[config.mk]
export PLATFORM = sky130hd
export DESIGN_NAME = nixie_slot_spin_sequencer_core
export DESIGN_NICKNAME = d
export VERILOG_FILES = /design/src/design/nsss_pkg.sv /design/src/design/nixie_slot_spin_sequencer_core.sv /design/src/design/nsss_tube.sv
export SDC_FILE = /design/constraint.sdc
export NUM_CORES = 1
export LEC_CHECK = 0
export BUFFER_PORTS_ARGS = -buffer_cell sky130_fd_sc_hd__clkbuf_2
export CORE_ASPECT_RATIO = 1.5
export CORE_MARGIN = 4
export CORE_UTILIZATION = 55
export DETAILED_ROUTE_END_ITERATION = 6
export GPL_TIMING_DRIVEN = 0
export PLACE_DENSITY_LB_ADDON = 0.08
export SYNTH_ARGS = -nofsm -noshare
export SYNTH_HDL_FRONTEND = slang
export SYNTH_SLANG_ARGS = --single-unit
export TNS_END_PERCENT = 30
[constraint.sdc]
create_clock -name clk -period 25.1 [get_ports clk]
set_clock_uncertainty 0.15 [all_clocks]
set_input_delay 1.255 -clock clk [delete_from_list [all_inputs] [get_ports clk]]
set_output_delay 1.255 -clock clk [all_outputs]
set_load 0.02 [all_outputs]
[src/design/nsss_pkg.sv]
// nsss_pkg: shared types and constants for the digit spin sequencer
// holds register index codes, the stop order and the tube control/status structs
// no dependencies
package nsss_pkg;

  localparam int TUBE_COUNT = 4;
  localparam int DIGIT_W    = 4;
  localparam int TUBE_IDX_W = 2;
  localparam int PTR_W      = 3;
  localparam int CFG_IDX_W  = 3;
  localparam int CFG_DATA_W = 32;
  localparam int INTERVAL_W = 32;
  localparam int PERIOD_W   = 16;

  // configuration register indexes
  localparam logic [CFG_IDX_W-1:0] REG_IDLE_INTERVAL      = 3'd0;
  localparam logic [CFG_IDX_W-1:0] REG_SHORT_STEP_PERIOD  = 3'd1;
  localparam logic [CFG_IDX_W-1:0] REG_LONG_STEP_PERIOD   = 3'd2;
  localparam logic [CFG_IDX_W-1:0] REG_SHORT_WRAPS_NEEDED = 3'd3;
  localparam logic [CFG_IDX_W-1:0] REG_LONG_WRAPS_NEEDED  = 3'd4;

  // register reset values
  localparam logic [INTERVAL_W-1:0] IDLE_INTERVAL_RST      = 32'd14400000;
  localparam logic [PERIOD_W-1:0]   SHORT_STEP_PERIOD_RST  = 16'd200;
  localparam logic [PERIOD_W-1:0]   LONG_STEP_PERIOD_RST   = 16'd1000;
  localparam logic [DIGIT_W-1:0]    SHORT_WRAPS_NEEDED_RST = 4'd2;
  localparam logic [DIGIT_W-1:0]    LONG_WRAPS_NEEDED_RST  = 4'd1;

  localparam logic [DIGIT_W-1:0] DIGIT_MAX = 4'd9;
  localparam logic [DIGIT_W-1:0] BLANK    = 4'hF;
  localparam logic [DIGIT_W-1:0] WRAP_MAX = 4'hF;

  // tubes stop in this order
  localparam logic [TUBE_IDX_W-1:0] STOP_ORDER [TUBE_COUNT] = '{2'd1, 2'd0, 2'd3, 2'd2};

  // control from the sequencer to each tube
  typedef struct packed {
    logic               fire;
    logic               start;
    logic               step;
    logic [DIGIT_W-1:0] needed;
  } tube_ctl_t;

  // status from each tube back to the sequencer
  typedef struct packed {
    logic [DIGIT_W-1:0] spin_next;
    logic               match;
    logic               stopped_next;
    logic               stopped;
  } tube_stat_t;

  // digits above nine show as blank
  function automatic logic [DIGIT_W-1:0] blank_digit(input logic [DIGIT_W-1:0] d);
    blank_digit = (d > DIGIT_MAX) ? BLANK : d;
  endfunction

endpackage

[src/design/nixie_slot_spin_sequencer_core.sv]
// nixie_slot_spin_sequencer_core: slot-machine digit spin sequencer top level
// holds config registers, cycle timers, stop pointer and the result register
// depends on nsss_pkg and nsss_tube
//
//  channel  | signals                                          | dir
//  ---------+--------------------------------------------------+-----
//  tick in  | in_valid/in_ready, long_request, minute_*, hour_* | in
//  result   | out_valid/out_ready, display_word, cycle_active,  | out
//           | step_taken                                       |
//  config   | cfg_we, cfg_index, cfg_data                      | in
//
// one tick per clock unless a stalled result holds in_ready low; the result appears in the output
// register in the cycle after the tick transaction, set by the single pass through timers and tube logic
// a stalled result holds in_ready low until it is taken; with out_ready high
// in_ready stays high and ticks follow back to back
// rst clears the sequencer state and out_valid and loads the register defaults; result data is not reset
module nixie_slot_spin_sequencer_core (
  input  logic                                clk,
  input  logic                                rst,
  input  logic                                in_valid,
  output logic                                in_ready,
  input  logic                                long_request,
  input  logic [3:0]                          minute_tens,
  input  logic [3:0]                          minute_ones,
  input  logic [3:0]                          hour_tens,
  input  logic [3:0]                          hour_ones,
  output logic                                out_valid,
  input  logic                                out_ready,
  output logic [15:0]                         display_word,
  output logic                                cycle_active,
  output logic                                step_taken,
  input  logic                                cfg_we,
  input  logic [nsss_pkg::CFG_IDX_W-1:0]      cfg_index,
  input  logic [nsss_pkg::CFG_DATA_W-1:0]     cfg_data
);
  import nsss_pkg::*;

  // configuration registers
  logic [INTERVAL_W-1:0] idle_interval;
  logic [PERIOD_W-1:0]   short_step_period;
  logic [PERIOD_W-1:0]   long_step_period;
  logic [DIGIT_W-1:0]    short_wraps_needed;
  logic [DIGIT_W-1:0]    long_wraps_needed;

  // sequencer state
  logic                  active;
  logic                  long_mode;
  logic [PTR_W-1:0]      order_ptr;
  logic [INTERVAL_W-1:0] since_start;
  logic [PERIOD_W-1:0]   since_step;

  logic                  fire;
  logic                  start;
  logic                  step;
  logic                  active_base;
  logic                  long_mode_next;
  logic [PTR_W-1:0]      ptr_base;
  logic [PTR_W-1:0]      order_ptr_next;
  logic [INTERVAL_W-1:0] since_start_next;
  logic [PERIOD_W-1:0]   since_step_base;
  logic [PERIOD_W-1:0]   since_step_next;
  logic [PERIOD_W-1:0]   period;
  logic                  active_next;
  logic                  all_stopped;
  logic                  any_stop;
  logic [15:0]           word_next;

  logic [DIGIT_W-1:0]    now_digits [TUBE_COUNT];
  logic [TUBE_COUNT-1:0] stop;
  logic [TUBE_COUNT-1:0] stopped_vec;
  tube_ctl_t             tube_ctl;
  tube_stat_t            tube_stat [TUBE_COUNT];

  assign in_ready = !out_valid || out_ready;
  assign fire     = in_valid && in_ready;

  assign now_digits[0] = minute_tens;
  assign now_digits[1] = minute_ones;
  assign now_digits[2] = hour_tens;
  assign now_digits[3] = hour_ones;

  // cycle start and step decision
  always_comb begin
    start           = long_request || (!active && (since_start >= idle_interval));
    active_base     = start || active;
    long_mode_next  = start ? long_request : long_mode;
    ptr_base        = start ? '0 : order_ptr;
    since_step_base = start ? '0 : since_step;
    period          = long_mode_next ? long_step_period : short_step_period;
    step            = active_base && (since_step_base >= period);
    tube_ctl.fire   = fire;
    tube_ctl.start  = start;
    tube_ctl.step   = step;
    tube_ctl.needed = long_mode_next ? long_wraps_needed : short_wraps_needed;
  end

  // tube lanes; only the tube at the pointer may stop on a step
  for (genvar i = 0; i < TUBE_COUNT; i++) begin : g_tube
    assign stop[i] = step && !ptr_base[PTR_W-1]
                     && (STOP_ORDER[ptr_base[TUBE_IDX_W-1:0]] == TUBE_IDX_W'(i))
                     && tube_stat[i].match;
    assign stopped_vec[i] = tube_stat[i].stopped;

    nsss_tube u_tube (
      .clk       (clk),
      .rst       (rst),
      .ctl       (tube_ctl),
      .stop      (stop[i]),
      .now_digit (now_digits[i]),
      .stat      (tube_stat[i])
    );
  end

  // end of cycle, pointer and timers
  always_comb begin
    all_stopped = 1'b1;
    for (int i = 0; i < TUBE_COUNT; i++) begin
      if (!tube_stat[i].stopped_next) begin
        all_stopped = 1'b0;
      end
    end
    any_stop       = |stop;
    order_ptr_next = ptr_base + PTR_W'(any_stop);
    active_next    = active_base && !(step && all_stopped);
    since_start_next = start ? INTERVAL_W'(1)
                     : ((since_start == '1) ? since_start : since_start + INTERVAL_W'(1));
    since_step_next  = (start || step) ? PERIOD_W'(1)
                     : ((since_step == '1) ? since_step : since_step + PERIOD_W'(1));
  end

  // display word: spinning digits while running, time otherwise
  always_comb begin
    for (int i = 0; i < TUBE_COUNT; i++) begin
      word_next[i*DIGIT_W +: DIGIT_W] =
        blank_digit(active_next ? tube_stat[i].spin_next : now_digits[i]);
    end
  end

  // configuration writes
  always_ff @(posedge clk) begin
    if (rst) begin
      idle_interval      <= IDLE_INTERVAL_RST;
      short_step_period  <= SHORT_STEP_PERIOD_RST;
      long_step_period   <= LONG_STEP_PERIOD_RST;
      short_wraps_needed <= SHORT_WRAPS_NEEDED_RST;
      long_wraps_needed  <= LONG_WRAPS_NEEDED_RST;
    end else if (cfg_we) begin
      unique case (cfg_index)
        REG_IDLE_INTERVAL:      idle_interval      <= cfg_data[INTERVAL_W-1:0];
        REG_SHORT_STEP_PERIOD:  short_step_period  <= cfg_data[PERIOD_W-1:0];
        REG_LONG_STEP_PERIOD:   long_step_period   <= cfg_data[PERIOD_W-1:0];
        REG_SHORT_WRAPS_NEEDED: short_wraps_needed <= cfg_data[DIGIT_W-1:0];
        REG_LONG_WRAPS_NEEDED:  long_wraps_needed  <= cfg_data[DIGIT_W-1:0];
        default: ;
      endcase
    end
  end

  // sequencer state
  always_ff @(posedge clk) begin
    if (rst) begin
      active      <= 1'b0;
      long_mode   <= 1'b0;
      order_ptr   <= '0;
      since_start <= '0;
      since_step  <= '0;
    end else if (fire) begin
      active      <= active_next;
      long_mode   <= long_mode_next;
      order_ptr   <= order_ptr_next;
      since_start <= since_start_next;
      since_step  <= since_step_next;
    end
  end

  // result register
  always_ff @(posedge clk) begin
    if (rst) begin
      out_valid <= 1'b0;
    end else if (fire) begin
      out_valid <= 1'b1;
    end else if (out_ready) begin
      out_valid <= 1'b0;
    end
  end

  always_ff @(posedge clk) begin
    if (fire) begin
      display_word <= word_next;
      cycle_active <= active_next;
      step_taken   <= step;
    end
  end

  // checks
  a_ptr_range: assert property (@(posedge clk) disable iff (rst)
    order_ptr <= PTR_W'(TUBE_COUNT))
    else $error("stop pointer beyond tube count");

  a_ptr_counts_stops: assert property (@(posedge clk) disable iff (rst)
    $countones(stopped_vec) == 32'(order_ptr))
    else $error("stop pointer disagrees with stopped tubes");

  a_done_idle: assert property (@(posedge clk) disable iff (rst)
    (order_ptr == PTR_W'(TUBE_COUNT)) |-> !active)
    else $error("cycle still active with every tube stopped");

  a_result_flag: assert property (@(posedge clk) disable iff (rst)
    fire |=> (out_valid && (cycle_active == active)))
    else $error("result active flag differs from state");

endmodule

[src/design/nsss_tube.sv]
// nsss_tube: state of one spinning tube (digit, wrap count, target, stopped)
// depends on nsss_pkg
module nsss_tube (
  input  logic                              clk,
  input  logic                              rst,
  input  nsss_pkg::tube_ctl_t               ctl,
  input  logic                              stop,
  input  logic [nsss_pkg::DIGIT_W-1:0]      now_digit,
  output nsss_pkg::tube_stat_t              stat
);
  import nsss_pkg::*;

  logic [DIGIT_W-1:0] spin;
  logic [DIGIT_W-1:0] wraps;
  logic [DIGIT_W-1:0] target;
  logic               stopped;

  logic [DIGIT_W-1:0] spin_base;
  logic [DIGIT_W-1:0] wraps_base;
  logic [DIGIT_W-1:0] target_next;
  logic               stopped_base;
  logic [DIGIT_W-1:0] spin_next;
  logic [DIGIT_W-1:0] wraps_next;
  logic               stopped_next;

  // cycle start clears the tube and latches the target
  always_comb begin
    spin_base    = ctl.start ? '0 : spin;
    wraps_base   = ctl.start ? '0 : wraps;
    stopped_base = ctl.start ? 1'b0 : stopped;
    target_next  = ctl.start ? now_digit : target;
  end

  // advance the digit on a step, counting wraps with saturation
  always_comb begin
    spin_next  = spin_base;
    wraps_next = wraps_base;
    if (ctl.step && !stopped_base) begin
      if (spin_base >= DIGIT_MAX) begin
        spin_next = '0;
        if (wraps_base != WRAP_MAX) begin
          wraps_next = wraps_base + DIGIT_W'(1);
        end
      end else begin
        spin_next = spin_base + DIGIT_W'(1);
      end
    end
    stopped_next = stopped_base | stop;
  end

  // status for the stop decision and display
  always_comb begin
    stat.spin_next    = stop ? target_next : spin_next;
    stat.match        = (wraps_next >= ctl.needed) && (spin_next == target_next);
    stat.stopped_next = stopped_next;
    stat.stopped      = stopped;
  end

  // tube registers
  always_ff @(posedge clk) begin
    if (rst) begin
      spin    <= '0;
      wraps   <= '0;
      target  <= '0;
      stopped <= 1'b0;
    end else if (ctl.fire) begin
      spin    <= spin_next;
      wraps   <= wraps_next;
      target  <= target_next;
      stopped <= stopped_next;
    end
  end

endmodule

==> results of run 1 <==
==> stage by stage <==
step                      instances  hold WS, ns  power [mW]
after floorplan                1423       0.2829      0.3872
after global placement         1763       0.2884      0.4178
after detailed placement       1763       0.2968      0.4191
after CTS                      1794       0.3065      0.6974
after global routing           1794       0.3237      0.7185
final                          1794       0.3060      0.6939
==> worst max path at each step <==
stage,endpoint,slack [ns],depth (start not counted)
6_report,display_word[11],13.91,33
5_1_grt,display_word[11],13.49,33
3_3_place_gp,display_word[11],14.24,33
3_5_place_dp,display_word[15],14.20,33
4_1_cts,display_word[15],14.15,33
2_1_floorplan,display_word[11],17.21,35
==> cell families after synthesis <==
family	Yosys count
AND/OR/NAND/NOR	593
AO/OA/AOI/OAI	326
flip-flops	196
buffers and inverters	129
adder cells (fa/ha/maj)	84
multiplexers	51
XOR/XNOR	44
==> layout make-up <==
type,instances,area [µm²]
clock inverters,9,130.1
fillers,1941,7680
inverters,61,229.0
plain buffers,68,270.3
well taps,264,330.3
flip-flops and latches,196,4104
multi-input cells,1098,6751
repair buffers,76,380.4
clock buffers,22,464.2
==> layer usage <==
| metal | vias up | track usage, % |
|---|---|---|
| li1 | 5150 | - |
| met1 | 4996 | 32.15 |
| met2 | 284 | 54.06 |
| met3 | 87 | 4.099 |
| met4 | 0 | 16.10 |
| met5 | - | 0 |
==> state kept, by name, summed over array words and instances, names as in the netlist, 16 cells and up <==
name and cells:
display_word 16, g_tube.u_tube.spin 16, idle_interval 32, g_tube.u_tube.wraps 16, short_step_period 16, since_step 16
g_tube.u_tube.target 16, long_step_period 16, since_start 32
==> worst register-to-register path: cells and delay by family (launching register included) <==
family / cells / cell delay [ns]
DFF: 1 / 0.35
buffers and inverters: 9 / 3.64
muxes: 1 / 0.36
adders and majority gates: 3 / 0.73
AOI/OAI and AO/OA: 8 / 2.66
and+or+nand+nor: 12 / 3.02
==> cell usage in the layout (no fill, tap or decap), drive strengths merged, types with 8 or more instances in the layout <==
cell type and n:
dfxtp 178, and3 24, a21oi 157, a21o 10, nand4 16, mux2i 38, nor2 143, mux2 13
edfxtp 18, ha 84, o21ai 52, nand3b 24, inv 61, o21a 13, buf 8, xnor2 11
nor3 26, nand3 21, a211o 14, clkbuf 158, or3 9, a211oi 18, and2 37, nand2b 18
xor2 33, nand2 248
==> power by group <==
part | total, mW | switching [mW] | internal (mW)
registers | 0.330 | 0.00523 | 0.325
clock network | 0.281 | 0.120 | 0.161
logic | 0.0825 | 0.0545 | 0.0280
==> metrics.txt, run 1 <==
CP Data Required Time 25.14 ns; Worst IR Drop VDD 44.12 µV; RSZ-0062 raised after global routing no; dominant cell type by area after synthesis dfxtp_1; Worst setup EP type flop; htree depth 4; Cell Area, Placed ~0.012 mm²; layout cell share with drive strength beyond 1 8.366%; status complete, no violations; Synth Area in Compound Gates 18.15%; EDFF count, synth 18; grt total ovfl 0; Initial Util 55.82%; half-perimeter wire length after placement approximately 26 mm; RR Startpoint idle_interval[31]; synth cell count leaders nand2_1, dfxtp_1, a21oi_1; total global-route track usage 29.27%; endpoints failing hold 0; initial drt markers between 600 and 700; Simple-Gate Fraction of Synth Area between 20% and 30%; num rows 64; routability congestion estimate about 1.0; worst setup path class flop to flop; CP max FO 10; Largest stage delay, worst path between 0.6 and 0.7 ns; Hold Path Depth 2; setup bufs post-CTS 0; number of synthesized register bits 196; synth top area cells dfxtp_1, ha_1, nand2_1; fin util 62.24%; reg2reg path depth 33; Synth Flop Type dfxtp_1; worst-margin pin slew about 0.9 ns; Max Cap Viol 0; worst path bufs/invs 9; cell family with the largest share of critical-path delay buffers and inverters; Routed Antenna Nets 0; final WL ~34 mm; total CTS buffers 17; fmax 89.36 MHz; antenna violations before repair 0; Avg Inst Size Synth 7.978 µm²; post-CTS resize count 0; Startpoint Class flop; ant diodes 0; hold endpoint idle_interval[14]; Design Area, Final roughly 0.013 mm²; slew margin rel. 36.71%; adder-cell area share of the yosys netlist 9.257%; number of global-route vias before repair 10,260; crit path from idle_interval[31]; WL met1 13.34 mm; mux contribution to synthesized area 4.640%; largest family of logic cells by synthesized area simple AND/OR/NAND/NOR gates; CTS tree done; Pre-antenna DRT Iters 5; height of the die 184.0 µm; asr flop ratio synth 0%; XOR/XNOR Fraction of Synth Area under 10%; Die ar. 0.02305 mm²; port buffer count 76; DP Worst Slack 14.20 ns; # IOs 77; Clk pin slew, worst setup/hold paths 0.07 ns; chip width between 100 and 150 µm; sequential area share after synthesis 36.15%; Synth top area share 31.39%; count leader, synth nand2_1; met3 wire len 1.183 mm; post-synth cell types 74; vias per cell roughly 6; min-delay src idle_interval[14]; Power Density 54.81 mW/mm²; crit path setup slack, layout 13.91 ns; Slew Viols, Final 0; max layer used met4; critical path's slowest cell o21ai_1; Wirelength per Cell ~19 µm; CTS Sinks around 200; syn_nets 1,564; global-route wire length before repair around 53 mm; Nets 1,659; Worst Path Arrival 11.23 ns; number of hold buffers added after CTS 0; Post-Syn Area 0.01135 mm²; CTS root buffer clkbuf_16; Skew-Pair Late Insertion Delay ~0.44 ns; HP Class flop to flop; vias after detailed routing 10,520; setup tns final 0 ns; setup slack, reg-to-reg 13.91 ns; largest net degree at the start of global routing 28; Met2 Wirelength about 17 mm; synthesized instance count 1,423; Synth-to-Final Area Change 11.51%; CTS max path bufs 2; worst r2r dst display_word[11]; Syn. warnings 0; crit-path most repeated cell clkbuf_1; crit share post-route about 45%; DRC violations left 0; count of final setup violators 0; min cycle time layout ~11 ns; Pleak 5.187 nW; core area around 0.02 mm²
Note: power is estimated with default switching activity, not from simulation.
==> run 2: changes to the inputs <==
==> constraint.sdc (replaced) <==
create_clock -name clk -period 10.8 [get_ports clk]
set_clock_uncertainty 0.15 [all_clocks]
set_input_delay 0.54 -clock clk [delete_from_list [all_inputs] [get_ports clk]]
set_output_delay 0.54 -clock clk [all_outputs]
set_load 0.02 [all_outputs]
==> metrics.txt, run 2 (same netlist as run 1, synthesis figures left out) <==
Pre-antenna DRT Iters 5 (unchanged); fmax 100.0 MHz (+12%); initial drt markers 664 (-1.0%); status complete, no violations; count of final setup violators 0 (unchanged); CTS max path bufs 2 (unchanged); clock power share 40.5% (about the same); CTS tree done; HP Class input port to flop; Synth-to-Final Area Change 11.58% (about the same); Worst Path Arrival 10.04 ns (-1.19 ns); Skew-Pair Late Insertion Delay 0.44 ns (about the same); Slew Viols, Final 0 (unchanged); Pleak 5.194 nW (+0.13%); setup tns final 0 ns (unchanged); switch share 25.91% (about the same); endpoints failing hold 0 (unchanged); min cycle time layout 9.999 ns (-1.192 ns); chip width 125.3 µm (unchanged); Max Cap Viol 0 (unchanged); number of global-route vias before repair 10,260 (+0.0097%); CP max FO 19 (+9); largest net degree at the start of global routing 28 (unchanged); port buffer count 76 (unchanged); ant diodes 0 (unchanged); CTS Sinks 196 (unchanged); CP Data Required Time 10.84 ns (-14.30 ns); RSZ-0062 raised after global routing no; Worst setup EP type flop; # IOs 77 (unchanged); antenna violations before repair 0 (unchanged); crit path setup slack, layout 0.8011 ns (-13.11 ns); setup bufs post-CTS 0 (unchanged); global-route wire length before repair 53.29 mm (unchanged); total CTS buffers 17 (unchanged); Nets 1,658 (-0.060%); number of hold buffers added after CTS 0 (unchanged); fin util 62.28% (about the same); half-perimeter wire length after placement 25.73 mm (unchanged); Wirelength per Cell 18.78 µm (about the same); Initial Util 55.82% (unchanged); Cells after DPL 1,763 (unchanged); most common cell after layout, fill and taps aside nand2_1; switching pwr 0.4178 mW (+130%); most frequent cells in the layout nand2_1, dfxtp_1, a21oi_1; Overall Power 1.612 mW (+130%); Design Area, Final 0.01267 mm² (about the same); core area 0.02034 mm² (unchanged); total global-route track usage 29.27% (about the same); Power Density 127.3 mW/mm² (+130%); final WL 33.67 mm (-0.11%); worst setup path class flop to flop; Largest stage delay, worst path 0.58 ns (-0.04 ns); crit share post-route 92.58% (+48 points); DRC violations left 0 (unchanged); non-filler cells, final 1,793 (-0.056%); DP Worst Slack -0.09817 ns (-14.30 ns); Min Hold Slack 0.1554 ns (-0.1505 ns); layout cell share with drive strength beyond 1 8.633% (+0.27 points); Routed Antenna Nets 0 (unchanged); height of the die 184.0 µm (unchanged); Die ar. 0.02305 mm² (unchanged); slew margin rel. 36.13% (-0.58 points); grt total ovfl 0 (unchanged); Worst IR Drop VDD 102.6 µV (+130%); worst-margin pin slew 0.9340 ns (+0.008548 ns); Cell Area, Placed 0.01207 mm² (unchanged); routability congestion estimate 1.009 (unchanged); critical path's slowest cell or4_1; Clk pin slew, worst setup/hold paths 0.07 ns (about the same); CTS root buffer clkbuf_16; Startpoint Class flop; cell-internal power 1.195 mW (+130%); Comb power frac 11.9% (about the same); vias after detailed routing 10,480 (-0.31%); num rows 64 (unchanged); vias per cell 5.847 (-0.26%); Flop pwr share 47.6% (about the same); htree depth 4 (unchanged); biggest regs idle_interval (32), since_start (32)
-- run 2: power by group through the flow --
stage / logic [mW] / registers, mW / clock network, mW
global route: 0.211 / 0.769 / 0.691
finish: 0.192 / 0.767 / 0.654
CTS: 0.192 / 0.767 / 0.663
floorplan: 0.113 / 0.787 / 0
global placement: 0.188 / 0.783 / 0
detailed placement: 0.191 / 0.783 / 0
-- run 2: cell type report --
cell class | count | area, µm²
Fill cell | 1938 | 7671
Multi-Input combinational cell | 1098 | 6761
Sequential cell | 196 | 4104
Clock buffer | 22 | 464.2
Timing Repair Buffer | 76 | 380.4
Tap cell | 264 | 330.3
Buffer | 67 | 269.0
Inverter | 61 | 229.0
Clock inverter | 9 | 130.1
-- run 2: layer usage --
layer	up-vias	track usage [%]	part of all wire [%]
met1	4965	32.15	39
met5	-	0	0
met3	90	4.099	3.7
li1	5153	-	-
met4	0	16.10	5.0
met2	276	54.04	52
-- run 2: path summary, 6_finish.rpt --
kind	from	endpoint	slack, ns	cells past startpoint
setup / recovery	idle_interval[31]	display_word[11]	0.80	32
hold / removal	cfg_data[22]	idle_interval[22]	0.16	2
setup reg to reg	idle_interval[31]	display_word[11]	0.80	32
hold reg to reg	idle_interval[3]	idle_interval[3]	0.31	2
-- run 2: worst max-delay path, delay by kind of cell (launching register included) --
kind,cells,cell delay (ns)
AOI/OAI and AO/OA,8,2.48
muxes,1,0.36
and+or+nand+nor,12,2.85
buffers and inverters,8,2.79
adders and majority gates,3,0.72
DFF,1,0.35
-- run 2: repair_timing --
action	in CTS	in global routing
resized for setup	1	5
endpoints found under the setup margin	16	20
gates cloned	0	0
pin swaps	0	0
==> run 3: changes to the inputs <==
--- a/config.mk
+++ b/config.mk
@@ -14,5 +14,6 @@
 export PLACE_DENSITY_LB_ADDON = 0.08
 export SYNTH_ARGS = -nofsm -noshare
 export SYNTH_HDL_FRONTEND = slang
+export SYNTH_HIERARCHICAL = 1
 export SYNTH_SLANG_ARGS = --single-unit
 export TNS_END_PERCENT = 30
==> metrics.txt, run 3 <==
num rows 67 (+4.7%); setup bufs post-CTS 0 (unchanged); Die ar. 0.02518 mm² (+9.2%); most common cell after layout, fill and taps aside nand2_1; Worst Path Arrival 9.85 ns (-0.19 ns); vias after detailed routing 11,590 (+11%); Slew Viols, Final 0 (unchanged); htree depth 4 (unchanged); port buffer count 75 (-1.3%); Pleak 5.385 nW (+3.7%); global-route wire length before repair 55.88 mm (+4.9%); Worst IR Drop VDD 124.9 µV (+22%); Routed Antenna Nets 0 (unchanged); Design Area, Final 0.01377 mm² (+8.7%); layout cell share with drive strength beyond 1 11.61% (+3.0 points); Wirelength per Cell 17.79 µm (-5.3%); DRC violations left 0 (unchanged); Worst setup EP type flop; Cell Area, Placed 0.01321 mm² (+9.5%); CTS root buffer clkbuf_16; Clk pin slew, worst setup/hold paths 0.08 ns (about the same); HP Class input port to flop; chip width 130.9 µm (+4.5%); # IOs 77 (unchanged); CTS max path bufs 2 (unchanged); min cycle time layout 9.811 ns (-0.1878 ns); most frequent cells in the layout nand2_1, dfxtp_1, a21oi_1; Pre-antenna DRT Iters 7 (+2); Largest stage delay, worst path 0.73 ns (+0.15 ns); Skew-Pair Late Insertion Delay 0.45 ns (about the same); half-perimeter wire length after placement 25.70 mm (-0.11%); Cells after DPL 1,889 (+7.1%); Overall Power 1.590 mW (-1.4%); Power Density 115.5 mW/mm² (-9.3%); height of the die 192.4 µm (+4.6%); slew margin rel. 28.27% (-7.9 points); Post-Syn Area 0.01246 mm² (+9.8%); total global-route track usage 27.66% (-1.6 points); grt total ovfl 0 (unchanged); vias per cell 6.034 (+3.2%); CTS tree done; ant diodes 0 (unchanged); Startpoint Class flop; DP Worst Slack 1.086 ns (+1.184 ns); Synth-to-Final Area Change 10.46%; synthesized instance count 1,537 (+8.0%); initial drt markers 611 (-8.0%); worst-margin pin slew 1.066 ns (+0.1321 ns); Initial Util 55.90% (+0.078 points); antenna violations before repair 0 (unchanged); number of hold buffers added after CTS 0 (unchanged); core area 0.02230 mm² (+9.6%); Max Cap Viol 0 (unchanged); fin util 61.74% (-0.54 points); worst path bufs/invs 7 (-1); status complete, no violations; endpoints failing hold 0 (unchanged); CTS Sinks 196 (unchanged); RSZ-0062 raised after global routing no; biggest regs idle_interval (32), since_start (32); count of final setup violators 0 (unchanged); routability congestion estimate 0.9204 (-8.7%); number of global-route vias before repair 11,490 (+12%); Nets 1,769 (+6.7%); crit share post-route 90.84% (-1.7 points); CP max FO 26 (+7); setup tns final 0 ns (unchanged); fmax 101.9 MHz (+1.9%); non-filler cells, final 1,921 (+7.1%); Syn. warnings 6 (+6); largest net degree at the start of global routing 32 (+14%); syn_nets 1,674 (+7.0%); final WL 34.17 mm (+1.5%); worst setup path class flop to flop; post-CTS resize count 0 (-1); Avg Inst Size Synth 8.110 µm² (+1.6%); crit path setup slack, layout 0.9889 ns (+0.1878 ns); cell family with the largest share of critical-path delay compound AO/OA/AOI/OAI gates; critical path's slowest cell nor3_1; Min Hold Slack 0.1403 ns (-0.01518 ns); CP Data Required Time 10.83 ns (about the same); total CTS buffers 17 (unchanged)
run 3: final cells by class:
| cell class | instances | area [µm²] |
|---|---|---|
| Fill cell | 2069 | 8531 |
| Multi-Input combinational cell | 1175 | 7642 |
| Sequential cell | 196 | 4104 |
| Clock buffer | 19 | 442.9 |
| Buffer | 86 | 429.2 |
| Timing Repair Buffer | 76 | 390.4 |
| Tap cell | 276 | 345.3 |
| Inverter | 80 | 300.3 |
| Clock inverter | 13 | 113.9 |
run 3: routing by layer:
layer	global-route usage [%]	share of wire [%]	vias up
met5	0	0	-
met3	3.849	3.7	73
met4	11.28	3.0	0
li1	-	-	5744
met1	30.47	40	5499
met2	52.08	53	275
run 3: worst register-to-register path, delay by kind of cell (launching register included):
kind / cells / cell delay (ns)
AO/OA/AOI/OAI: 14 / 2.94
adder cells (fa/ha/maj): 3 / 0.87
buffers and inverters: 7 / 1.90
flip-flops: 1 / 0.31
multiplexers: 2 / 0.47
AND/OR/NAND/NOR: 9 / 2.90
run 3: path summary, 6_finish.rpt:
check | startpoint | end | slack (ns) | cells past startpoint
setup reg to reg | idle_interval[23] | display_word[6] | 0.99 | 35
hold / removal | cfg_data[17] | idle_interval[17] | 0.14 | 2
setup / recovery | idle_interval[23] | display_word[6] | 0.99 | 35
hold reg to reg | g_tube[2].u_tube/target[2] | g_tube[2].u_tube/target[2] | 0.30 | 2
run 3: power breakdown:
part / switching [mW] / leakage (nW) / internal (mW)
Clock: 0.310 / 0.281 / 0.311
Combinational: 0.132 / 3.48 / 0.0695
Sequential: 0.0128 / 1.62 / 0.755
Total: 0.454 / 5.38 / 1.14
